File: config.mk
export PLATFORM = sky130hd
export DESIGN_NAME = bounded_list_append_delete_core
export DESIGN_NICKNAME = d
export VERILOG_FILES = /design/src/sv/blad_pkg.sv /design/src/sv/bounded_list_append_delete_core.sv /design/src/sv/blad_cell.sv
export SDC_FILE = /design/constraint.sdc
export NUM_CORES = 2
export LEC_CHECK = 0
export BUFFER_PORTS_ARGS = -buffer_cell sky130_fd_sc_hd__buf_2
export CAP_MARGIN = 20
export CELL_PAD_IN_SITES_DETAIL_PLACEMENT = 0
export CELL_PAD_IN_SITES_GLOBAL_PLACEMENT = 2
export CORE_MARGIN = 5
export CORE_UTILIZATION = 40
export CTS_CLUSTER_DIAMETER = 30
export DETAILED_ROUTE_END_ITERATION = 12
export GPL_ROUTABILITY_DRIVEN = 0
export PLACE_DENSITY = 0.81
export SLEW_MARGIN = 10
export SYNTH_ARGS = -nofsm -noshare
export SYNTH_HDL_FRONTEND = slang
export SYNTH_SLANG_ARGS = --single-unit
export TNS_END_PERCENT = 1
File: constraint.sdc
create_clock -name clk -period 14.7 [get_ports clk]
set_input_delay 0.735 -clock clk [delete_from_list [all_inputs] [get_ports clk]]
set_output_delay 0.735 -clock clk [all_outputs]
set_load 0.03 [all_outputs]
File: src/sv/blad_pkg.sv
`timescale 1ns / 1ps
// ----------------------------------------------------------------------------
// blad_pkg
// Types and codes shared by the bounded list core and its storage cells.
// ----------------------------------------------------------------------------
package blad_pkg;

    localparam int unsigned VALUE_W  = 32;
    localparam int unsigned COUNT_W  = 5;
    localparam int unsigned CAP_W    = 5;
    localparam logic [CAP_W-1:0] CAP_RESET = 5'd16;

    typedef enum logic [1:0] {
        OP_APPEND = 2'd0,
        OP_DELETE = 2'd1,
        OP_CLEAR  = 2'd2,
        OP_LIST   = 2'd3
    } op_kind_t;

    typedef enum logic [1:0] {
        STAT_DONE    = 2'd0,
        STAT_FULL    = 2'd1,
        STAT_EMPTY   = 2'd2,
        STAT_NOMATCH = 2'd3
    } status_t;

    typedef struct packed {
        op_kind_t                   kind;
        logic signed [VALUE_W-1:0]  value;
    } req_t;

    typedef struct packed {
        status_t                    status;
        logic signed [VALUE_W-1:0]  element;
        logic                       last;
        logic [COUNT_W-1:0]         entry_count;
    } rsp_t;

    typedef enum logic {
        S_IDLE = 1'b0,
        S_LIST = 1'b1
    } state_t;

    typedef enum logic [1:0] {
        CELL_HOLD   = 2'd0,
        CELL_APPEND = 2'd1,
        CELL_DELETE = 2'd2,
        CELL_ROTATE = 2'd3
    } cell_op_t;

    // Command broadcast to every cell in the chain
    typedef struct packed {
        cell_op_t                   op;
        logic signed [VALUE_W-1:0]  value;
    } cell_cmd_t;

endpackage

File: src/sv/bounded_list_append_delete_core.sv
`timescale 1ns / 1ps
// ----------------------------------------------------------------------------
// bounded_list_append_delete_core
// Ordered list of signed 32-bit entries held in a chain of cells: append,
// delete first match, clear, and list all.
// ----------------------------------------------------------------------------
//  channel | signals                     | payload
//  --------+-----------------------------+-------------------------------
//  req     | req_valid / req_stall       | req_t  (kind, value)
//  rsp     | rsp_valid / rsp_stall       | rsp_t  (status, element, last,
//          |                             |         entry_count)
//  cfg     | cfg_we                      | cfg_wdata (capacity limit)
//
//  Append, delete and clear register their result at the accept edge, and
//  the next request can go in on the following edge unless rsp stalls.
//  List spends the accept cycle starting the walk, then walks the entries:
//  the chain rotates by one slot per result and the head cell feeds the
//  output register; new requests wait until the last entry is registered.
//  Delete compares all cells at once and closes the gap in the same cycle.
//  Reset empties the list and sets the capacity to 16; entries are not reset.
//  A stalled response holds in the output register and stalls req.
// ----------------------------------------------------------------------------
module bounded_list_append_delete_core
    import blad_pkg::*;
#(
    parameter int unsigned MAX_ENTRIES = 16
)
(
    input  logic              clk,
    input  logic              rst_n,
    input  logic              req_valid,
    output logic              req_stall,
    input  req_t              req,
    output logic              rsp_valid,
    input  logic              rsp_stall,
    output rsp_t              rsp,
    input  logic              cfg_we,
    input  logic [CAP_W-1:0]  cfg_wdata
);

    localparam int unsigned CW = $clog2(MAX_ENTRIES + 1);
    localparam int unsigned XW = (CW > CAP_W) ? CW : CAP_W;

    state_t            state_reg, state_next;
    logic [CW-1:0]     count_reg, count_next;
    logic [CW-1:0]     idx_reg, idx_next;
    logic [CAP_W-1:0]  cap_reg;
    rsp_t              rsp_reg, rsp_next;
    logic              rsp_valid_reg, rsp_valid_next;

    cell_cmd_t                  cmd;
    logic                       out_free;
    logic                       full;
    logic                       list_last;
    logic                       found;
    logic [MAX_ENTRIES-1:0]     at_tail;
    logic [MAX_ENTRIES-1:0]     in_range;
    logic [MAX_ENTRIES:0]       seen;
    logic signed [VALUE_W-1:0]  cell_data [MAX_ENTRIES];

    // ---- cell chain ----
    assign seen[0] = 1'b0;

    for (genvar i = 0; i < MAX_ENTRIES; i++)
    begin : g_cell
        logic signed [VALUE_W-1:0] nbr_data;

        if (i == MAX_ENTRIES - 1)
        begin : g_end
            assign nbr_data = cell_data[i];
        end
        else
        begin : g_mid
            assign nbr_data = cell_data[i+1];
        end

        assign in_range[i] = CW'(i) < count_reg;
        // append writes the first free slot; rotation wraps into the last used one
        assign at_tail[i]  = (state_reg == S_LIST) ? (CW'(i) == count_reg - CW'(1))
                                                   : (CW'(i) == count_reg);

        blad_cell u_cell (
            .clk       (clk),
            .cmd       (cmd),
            .at_tail   (at_tail[i]),
            .in_range  (in_range[i]),
            .next_data (nbr_data),
            .head_data (cell_data[0]),
            .seen_in   (seen[i]),
            .seen_out  (seen[i+1]),
            .data      (cell_data[i])
        );
    end

    assign found = seen[MAX_ENTRIES];

    // ---- control ----
    assign full      = (XW'(count_reg) >= XW'(cap_reg)) || (count_reg == CW'(MAX_ENTRIES));
    assign list_last = (idx_reg + CW'(1)) == count_reg;
    assign out_free  = !rsp_valid_reg || !rsp_stall;

    always_comb
    begin
        state_next     = state_reg;
        count_next     = count_reg;
        idx_next       = idx_reg;
        rsp_next       = rsp_reg;
        rsp_valid_next = rsp_valid_reg && rsp_stall;
        cmd.op         = CELL_HOLD;
        cmd.value      = req.value;
        req_stall      = 1'b1;

        case (state_reg)
            S_IDLE:
            begin
                req_stall = !out_free;
                if (req_valid && out_free)
                begin
                    rsp_valid_next   = 1'b1;
                    rsp_next.status  = STAT_DONE;
                    rsp_next.element = '0;
                    rsp_next.last    = 1'b1;
                    case (req.kind)
                        OP_APPEND:
                        begin
                            if (full)
                            begin
                                rsp_next.status = STAT_FULL;
                            end
                            else
                            begin
                                cmd.op     = CELL_APPEND;
                                count_next = count_reg + CW'(1);
                            end
                        end
                        OP_DELETE:
                        begin
                            cmd.op = CELL_DELETE;
                            if (found)
                            begin
                                count_next = count_reg - CW'(1);
                            end
                            else
                            begin
                                rsp_next.status = STAT_NOMATCH;
                            end
                        end
                        OP_CLEAR:
                        begin
                            count_next = '0;
                        end
                        OP_LIST:
                        begin
                            if (count_reg == '0)
                            begin
                                rsp_next.status = STAT_EMPTY;
                            end
                            else
                            begin
                                // results come from the list walk
                                rsp_valid_next = 1'b0;
                                state_next     = S_LIST;
                                idx_next       = '0;
                            end
                        end
                        default:
                        begin
                            rsp_next.status = STAT_DONE;
                        end
                    endcase
                    rsp_next.entry_count = COUNT_W'(count_next);
                end
            end
            S_LIST:
            begin
                if (out_free)
                begin
                    rsp_valid_next       = 1'b1;
                    rsp_next.status      = STAT_DONE;
                    rsp_next.element     = cell_data[0];
                    rsp_next.last        = list_last;
                    rsp_next.entry_count = COUNT_W'(count_reg);
                    cmd.op               = CELL_ROTATE;
                    idx_next             = idx_reg + CW'(1);
                    if (list_last)
                    begin
                        state_next = S_IDLE;
                    end
                end
            end
            default:
            begin
                state_next = S_IDLE;
            end
        endcase
    end

    always_ff @(posedge clk or negedge rst_n)
    begin
        if (!rst_n)
        begin
            state_reg     <= S_IDLE;
            count_reg     <= '0;
            idx_reg       <= '0;
            cap_reg       <= CAP_RESET;
            rsp_valid_reg <= 1'b0;
        end
        else
        begin
            state_reg     <= state_next;
            count_reg     <= count_next;
            idx_reg       <= idx_next;
            rsp_valid_reg <= rsp_valid_next;
            if (cfg_we)
            begin
                cap_reg <= cfg_wdata;
            end
        end
    end

    always_ff @(posedge clk)
    begin
        rsp_reg <= rsp_next;
    end

    assign rsp_valid = rsp_valid_reg;
    assign rsp       = rsp_reg;

    // ---- assertions ----
    a_count_bound: assert property (@(posedge clk) disable iff (!rst_n)
        XW'(count_reg) <= XW'(MAX_ENTRIES))
        else $error("entry count above list depth");

    a_list_blocks_req: assert property (@(posedge clk) disable iff (!rst_n)
        (state_reg == S_LIST) |-> req_stall)
        else $error("request taken during list walk");

    a_clear_empties: assert property (@(posedge clk) disable iff (!rst_n)
        (req_valid && !req_stall && req.kind == OP_CLEAR) |=> (count_reg == '0))
        else $error("clear left entries behind");

    a_empty_status: assert property (@(posedge clk) disable iff (!rst_n)
        (rsp_valid && rsp.status == STAT_EMPTY) |-> (rsp.entry_count == '0 && rsp.last))
        else $error("empty status on non-empty list");

    a_list_count_stable: assert property (@(posedge clk) disable iff (!rst_n)
        (state_reg == S_LIST && $past(state_reg) == S_LIST) |-> $stable(count_reg))
        else $error("entry count changed during list walk");

endmodule

File: src/sv/blad_cell.sv
`timescale 1ns / 1ps
// ----------------------------------------------------------------------------
// blad_cell
// One list slot: holds an entry, compares it against the delete key and
// takes its neighbor's entry when the list closes a gap or rotates.
// ----------------------------------------------------------------------------
module blad_cell
    import blad_pkg::*;
(
    input  logic                       clk,
    input  cell_cmd_t                  cmd,
    input  logic                       at_tail,
    input  logic                       in_range,
    input  logic signed [VALUE_W-1:0]  next_data,
    input  logic signed [VALUE_W-1:0]  head_data,
    input  logic                       seen_in,
    output logic                       seen_out,
    output logic signed [VALUE_W-1:0]  data
);

    logic signed [VALUE_W-1:0] data_reg;
    logic signed [VALUE_W-1:0] data_next;
    logic                      match;

    assign match    = in_range && (data_reg == cmd.value);
    // first match at or before this slot: this slot and all later ones shift down
    assign seen_out = seen_in || match;

    always_comb
    begin
        data_next = data_reg;
        case (cmd.op)
            CELL_APPEND:
            begin
                if (at_tail)
                begin
                    data_next = cmd.value;
                end
            end
            CELL_DELETE:
            begin
                if (seen_out)
                begin
                    data_next = next_data;
                end
            end
            CELL_ROTATE:
            begin
                if (at_tail)
                begin
                    data_next = head_data;
                end
                else if (in_range)
                begin
                    data_next = next_data;
                end
            end
            default:
            begin
                data_next = data_reg;
            end
        endcase
    end

    always_ff @(posedge clk)
    begin
        data_reg <= data_next;
    end

    assign data = data_reg;

endmodule
After elaboration in Yosys (flattened, before gate mapping)
Index checks and enable logic that the tools add are counted.
{ "op_classes": {"n_eq_ne": 106, "n_lt_le_gt_ge": 17, "n_reduce_logical": 62, "n_mux": 126, "addsub": 3, "bitwise_logic": 1} }
{ "ops": {"columns": ["operator", "count"], "rows": [
  ["$mux W32", 62],
  ["$pmux W32 S3", 15],
  ["$eq A32 B32 Y1", 16],
  ["$eq A4 B5 Y1 const A", 16],
  ["$mux W40", 2],
  ["$pmux W40 S2", 1],
  ["$ne A2 B1 Y1 const B", 35],
  ["$pmux W32 S2", 1],
  ["$reduce_and A4 Y1", 15],
  ["$ne A3 B1 Y1 const B", 14],
  ["$eq A3 B5 Y1 const A", 8],
  ["$lt A4 B5 Y1 const A", 8],
  ["$mux W5", 6],
  ["$mux W1", 28],
  ["$eq A2 B5 Y1 const A", 4],
  ["$lt A3 B5 Y1 const A", 4],
  ["$logic_and A1 B1 Y1", 18],
  ["$logic_or A1 B1 Y1", 17],
  ["$pmux W5 S3", 1],
  ["$add A5 B1 Y5 const B", 2],
  ["$eq A1 B5 Y1 const A", 2],
  ["$logic_not A5 Y1", 2],
  ["$lt A1 B5 Y1 const A", 2],
  ["$lt A2 B5 Y1 const A", 2],
  ["20 further kinds", 34]
]} }
{ "totals": {"reg_bits": 569, "wordCells": 340, "output_inout_bits": 42} }

Depth between registers and ports, before layout
{ "depth": {"word_depth": 21, "depth_mapped": 14} }

Modules after synthesis
Synthesis repeated with hierarchy kept, for this count alone.
{ "unflattened": {"hier_cells": 3374, "area_unflattened_um2": 35406.5} }
{ "by_module_without_submodules": {"columns": ["mod", "n_inst", "cells_per_inst", "area_per_inst_um2"], "rows": [
  ["blad_cell", 16, 190, 2006.9],
  ["bounded_list_append_delete_core", 1, 334, 3295.7]
]} }

Least setup slack after synthesis
Ideal clock, no wire load.
{ "synth_path": {"kind": "reg-to-reg", "from": "register count_reg[0]", "to": "register g_cell[11].u_cell.data_reg[0] (enable)", "t_arrival_ps": 5332, "setup_slack_ps": 8897, "required_ps": 14230, "path_stages_with_launch": 14, "setup_time_ps": 470, "cell_sequence": "dfrtp_1 -> clkbuf_1 -> inv_1 -> ha_1 -> nand2b_1 -> a21o_1 -> a21o_1 -> a21o_1 -> a2111oi_4 -> buf_6 -> o21a_1 -> buf_6 -> nand2_1 -> a21boi_0"} }
{ "synth_via": {"elab_chain_cells": 15} }
{ "synth_lines": {"columns": ["element", "line_no", "rtl"], "rows": [
  ["start, declared", "bounded_list_append_delete_core.sv:45", "logic [CW-1:0] count_reg, count_next;"],
  ["start signal, assigned", "bounded_list_append_delete_core.sv:211", "count_reg <= count_next;"],
  ["branches (longest 14 deep; another with $ge A5 B5 Y1)", null, null],
  ["$reduce_and A4 Y1 (no line) *", null, null],
  ["end signal, assigned", "blad_cell.sv:67", "data_reg <= data_next;"],
  ["end, declared", "blad_cell.sv:21", "logic signed [VALUE_W-1:0] data_reg;"]
]} }
Every way passes the cells marked *.
A chain may end at the register's enable or synchronous reset.

Worst setup path in the final report
{ "layout_path": {"from": "register count_reg[0]", "to": "register g_cell[14].u_cell.data_reg[9] (enable)"} }
{ "layout_via": {"elab_chain_cells": 18} }
{ "layout_lines": {"columns": ["element", "line_no", "rtl"], "rows": [
  ["$lt A1 B5 Y1", "bounded_list_append_delete_core.sv:77", "assign in_range[i] = CW'(i) < count_reg;"],
  ["$logic_and A1 B1 Y1", "blad_cell.sv:25", "assign match = in_range && (data_reg == cmd.value);"],
  ["$logic_or A1 B1 Y1 (14 in series)", "blad_cell.sv:27", "assign seen_out = seen_in || match;"],
  ["$ne A2 B1 Y1 (no line)", null, null],
  ["$reduce_and A4 Y1 (no line) *", null, null],
  ["end signal, assigned", "blad_cell.sv:67", null],
  ["end, declared", "blad_cell.sv:21", null]
]} }
Mark *: on every way between the ends. The rest lies on a longest branch, timed or not.

==> out/results.env <==
STATUS='complete, no violations'
DRC=0
CLKSINKCOUNT=569
END_KIND='flip-flop'
POST_CTS_RESIZED=0
CRITPATHMOSTFREQUENTCELL='a21o_1'
CTS_ROOT_BUF='clkbuf_16'
DRT_ITER0_DRC=5419
CLOCK_SKEW_PS=25.16
NUMBER_OF_INSTANCES_IN_THE_SYNTHESIZED_NETLIST=2995
DETAIL_ROUTE.FIRST_PASS.ITERATIONS=13
IR_WORST_VDD_uV=131.2
WL_PER_CELL_UM=38.37
YOSYSWARNINGS=0
MAX_CAP_VIOLATIONS=0
CP.REQUIRED_PS=15030
TIMING_WORST_SETUP_PATH_TYPE='reg -> reg'
SYNTH-EDFF-COUNT=552
POSTCTSSETUPREPAIRBUFS=0
SETUP_VIOL_COUNT_FINAL=0
DESIGN.CORE.AREA_UM2=83690
P_PER_AREA_nW_PER_UM2=228.6
YS_TOP_CELLS_BY_AREA='edfxtp_1 49%, xnor2_1 12%, a221o_1 7.8%'
WORSTHOLDPATHTYPE='in -> reg'
SYNTH-SEQ-CELLS=569
FINAL.FILL_COUNT=7390
DR_TOTAL_VIAS=30065
SYNTH-SEQ-AREA-SHARE_PCT=50.29
GRT_START_MAX_NET_PINS=166
P_LEAK_nW=13.47
TIMING.CRITICAL_PATH.SLOWEST_STAGE_CELL='a2bb2oi_4'
MAXSLEWHEADROOM_PCT=13.16
FINAL_LAYOUT_SIZE_SUFFIX_GT1_SHARE_PCT=16.45
CTS_TREE='built'
DIEHEIGHT_UM=300.7
CTS.PATH.MAX_BUFFERS=3
SYNTH-ASYNC-RESET-RATIO_PCT=2.988
TOTAL_CLOCK_BUFFERS_CREATED_BY_CTS=135
TRACK_USAGE_PCT=34.88
WORSTPATHCELLLIST='inv_1, ha_1, nand2b_1, a21o_1, a21o_1, a21o_1, a2111oi_4, buf_4, o21a_1, o21ai_0, a2bb2oi_4'
YOSYS_MOST_USED_DFF='edfxtp_1'
AREA_OF_THE_DIE_UM2=90430
FINISH.UTILIZATION_PCT=47.96
CTS-HOLD-FIX-BUFFERS=1
LARGEST_REGISTER_FFS=512
FIRST_GLOBAL_VIAS=29259
DRV_SLEW=0
KIND_OF_START_POINT_OF_THE_CRITICAL_PATH='flip-flop'
SYN_AREA_PER_CELL_UM2=11.29
POST_SYNTH_INSTANCE_AREA_UM2=33810
DESIGN.FINAL.NETS=3058
DP_HPWL_MM=103.4
GRT_FIRST_PASS_WIRELENGTH_MM=223.4
CHIPWIDTH_UM=300.7
START_UTIL_PCT=40.40
PORT_BUFFERS=85
INSERTION_DELAY_PS=740
VIA_PER_INST=7.067
ANTENNA_FOUND_INITIAL=13
YOSYSTOPAREACELLSHARE_PCT=49.03
TIGHTESTPINTRANSITION_PS=1303
FINAL_PERIOD_MINUS_WORST_SETUP_SLACK_PS=5218
LAYOUT.CELL_AREA.NON_FILLER_UM2=40140
AREA.GROWTH.SYNTH_TO_FINAL_PCT=18.73
FIN_TNS_SETUP_PS=0
NETLIST-CELL-TYPE-COUNT=75
CRITICAL_PATH_ARRIVAL_PS=5550
NUMBER_OF_TOP_LEVEL_PINS=86
PLACEDINSTANCEAREA_UM2=35170
CLOCK_TRANSITION_AT_THE_REGISTERS_OF_THE_REPORTED_PATHS_PS=40
FINAL_ANTENNA_NET_COUNT=0
ROWS=106
PATH_MAX_FANOUT=32
SYNTH_NETS=3051
FINAL_MIN_PERIOD_OVER_CLOCK_PERIOD_PCT=35.50
SYNTH_TOP_AREA_CELL='edfxtp_1'
HOLD_VIOL_FINAL=0
WIRELENGTH_MM=163.2
CRITICAL-PATH-MAX-STAGE-DELAY_PS=850
H-TREE-DEPTH=4
UNREPAIRED_SETUP_ENDPOINTS_AFTER_GLOBAL_ROUTING='no'
REMAINING_GLOBAL_ROUTE_OVERFLOW=0
FINAL.HOLD.WORST_SLACK_PS=229.6
CLOCK.FMAX_MHz=191.6
==> cell usage in the layout (no fill, tap or decap), types with 43 or more instances in the layout <==
cell type / netlist / routed
buf_4: 32 / 83
clkbuf_16: 0 / 138
nor2_1: 257 / 240
a21o_1: 44 / 43
a221oi_1: 152 / 152
nor4_1: 64 / 64
xnor2_1: 467 / 467
nand3_1: 43 / 43
edfxtp_1: 552 / 552
nand2_1: 206 / 205
and2_1: 80 / 78
buf_2: 74 / 85
a221o_1: 265 / 265
nand4_1: 184 / 184
xor2_1: 57 / 57
==> stage by stage <==
stage	cells	total power [mW]	setup slack (ps)
2_1_floorplan	2995	4.779	8897
3_3_place_gp	3980	5.819	9710
3_5_place_dp	3988	5.857	9647
4_1_cts	4237	9.006	9596
5_1_grt	4248	9.378	9278
6_report	4254	9.174	9482
==> final timing paths <==
path                                   start                         to  slack (ps)  cells after the start
worst max-delay path            count_reg[0]  g_cell[14].u_cell.data[9]        9480                     11
worst min-delay path            cfg_wdata[4]                 cap_reg[4]         230                      3
worst max register to register  count_reg[0]  g_cell[14].u_cell.data[9]        9480                     11
worst min register to register    idx_reg[4]                 idx_reg[4]         500                      2
max in group asynchronous              rst_n                  state_reg       13860                      2
min in group asynchronous              rst_n                 cap_reg[1]         490                      2
==> cell type report <==
class / instances / area, µm² / share of cell area [%]
sequential: 569 / 17000 / 42.36
multi-input combinational: 2093 / 15480 / 38.58
clock buffer: 148 / 3491 / 8.697
tap: 1134 / 1419 / 3.535
timing repair buffer: 186 / 1384 / 3.448
clock inverter: 100 / 1276 / 3.179
inverter: 17 / 63.81 / 0.1590
antenna: 7 / 17.52 / 0.04364
==> per-layer routing <==
layer	GRT usage (%)	vias to the layer above	share of wire (%)	routed length, µm
met1	41.23	14498	34	55330
met3	15.49	948	15	25290
met4	28.06	8	10	16440
li1	-	11669	-	-
met5	0	-	0.041	67
met2	48.95	2942	40	66100
==> logic make-up (layout without fill, tap and decap cells) <==
family | Yosys count | after routing | synth area share [%]
and+or+nand+nor | 921 | 921 | 13.62
AOI/OAI and AO/OA | 630 | 630 | 17.35
DFF | 569 | 569 | 50.29
xor gates and xnor gates | 525 | 525 | 13.62
buffers and inverters | 333 | 451 | 4.526
adders and majority gates | 12 | 12 | 0.4441
muxes | 5 | 5 | 0.1517
other | 0 | 7 | 0
==> power breakdown <==
group / switching, mW / leakage (nW) / internal, mW
sequential: 0.525 / 5.44 / 2.61
combinational: 1.92 / 5.73 / 0.975
clock: 1.03 / 2.30 / 2.11
total: 3.47 / 13.5 / 5.70
==> critical path: cells and delay by family (launching register included) <==
family                     cells  cell delay [ps]
adders and majority gates      1              360
DFF                            1              730
buffers and inverters          2              680
AOI/OAI and AO/OA              7             2870
and+or+nand+nor                1              150
==> Yosys cell counts, drive strengths merged, types with 5 or more instances <==
master,instances
a2bb2oi,5
clkbuf,176
inv,16
nand2,206
and2,82
buf,140
a221o,265
and3,6
a221oi,186
a22oi,6
ha,12
nor2,259
nand4b,6
nor3,30
nand2b,7
a21o,44
a21oi,20
or2,9
xnor2,468
o211ai,22
o21ai,38
o22ai,10
edfxtp,552
nand3,44
nor4,66
o21a,5
dfrtp,16
xor2,57
nand4,185
nor3b,6
Power figures use the tool's default switching activity.
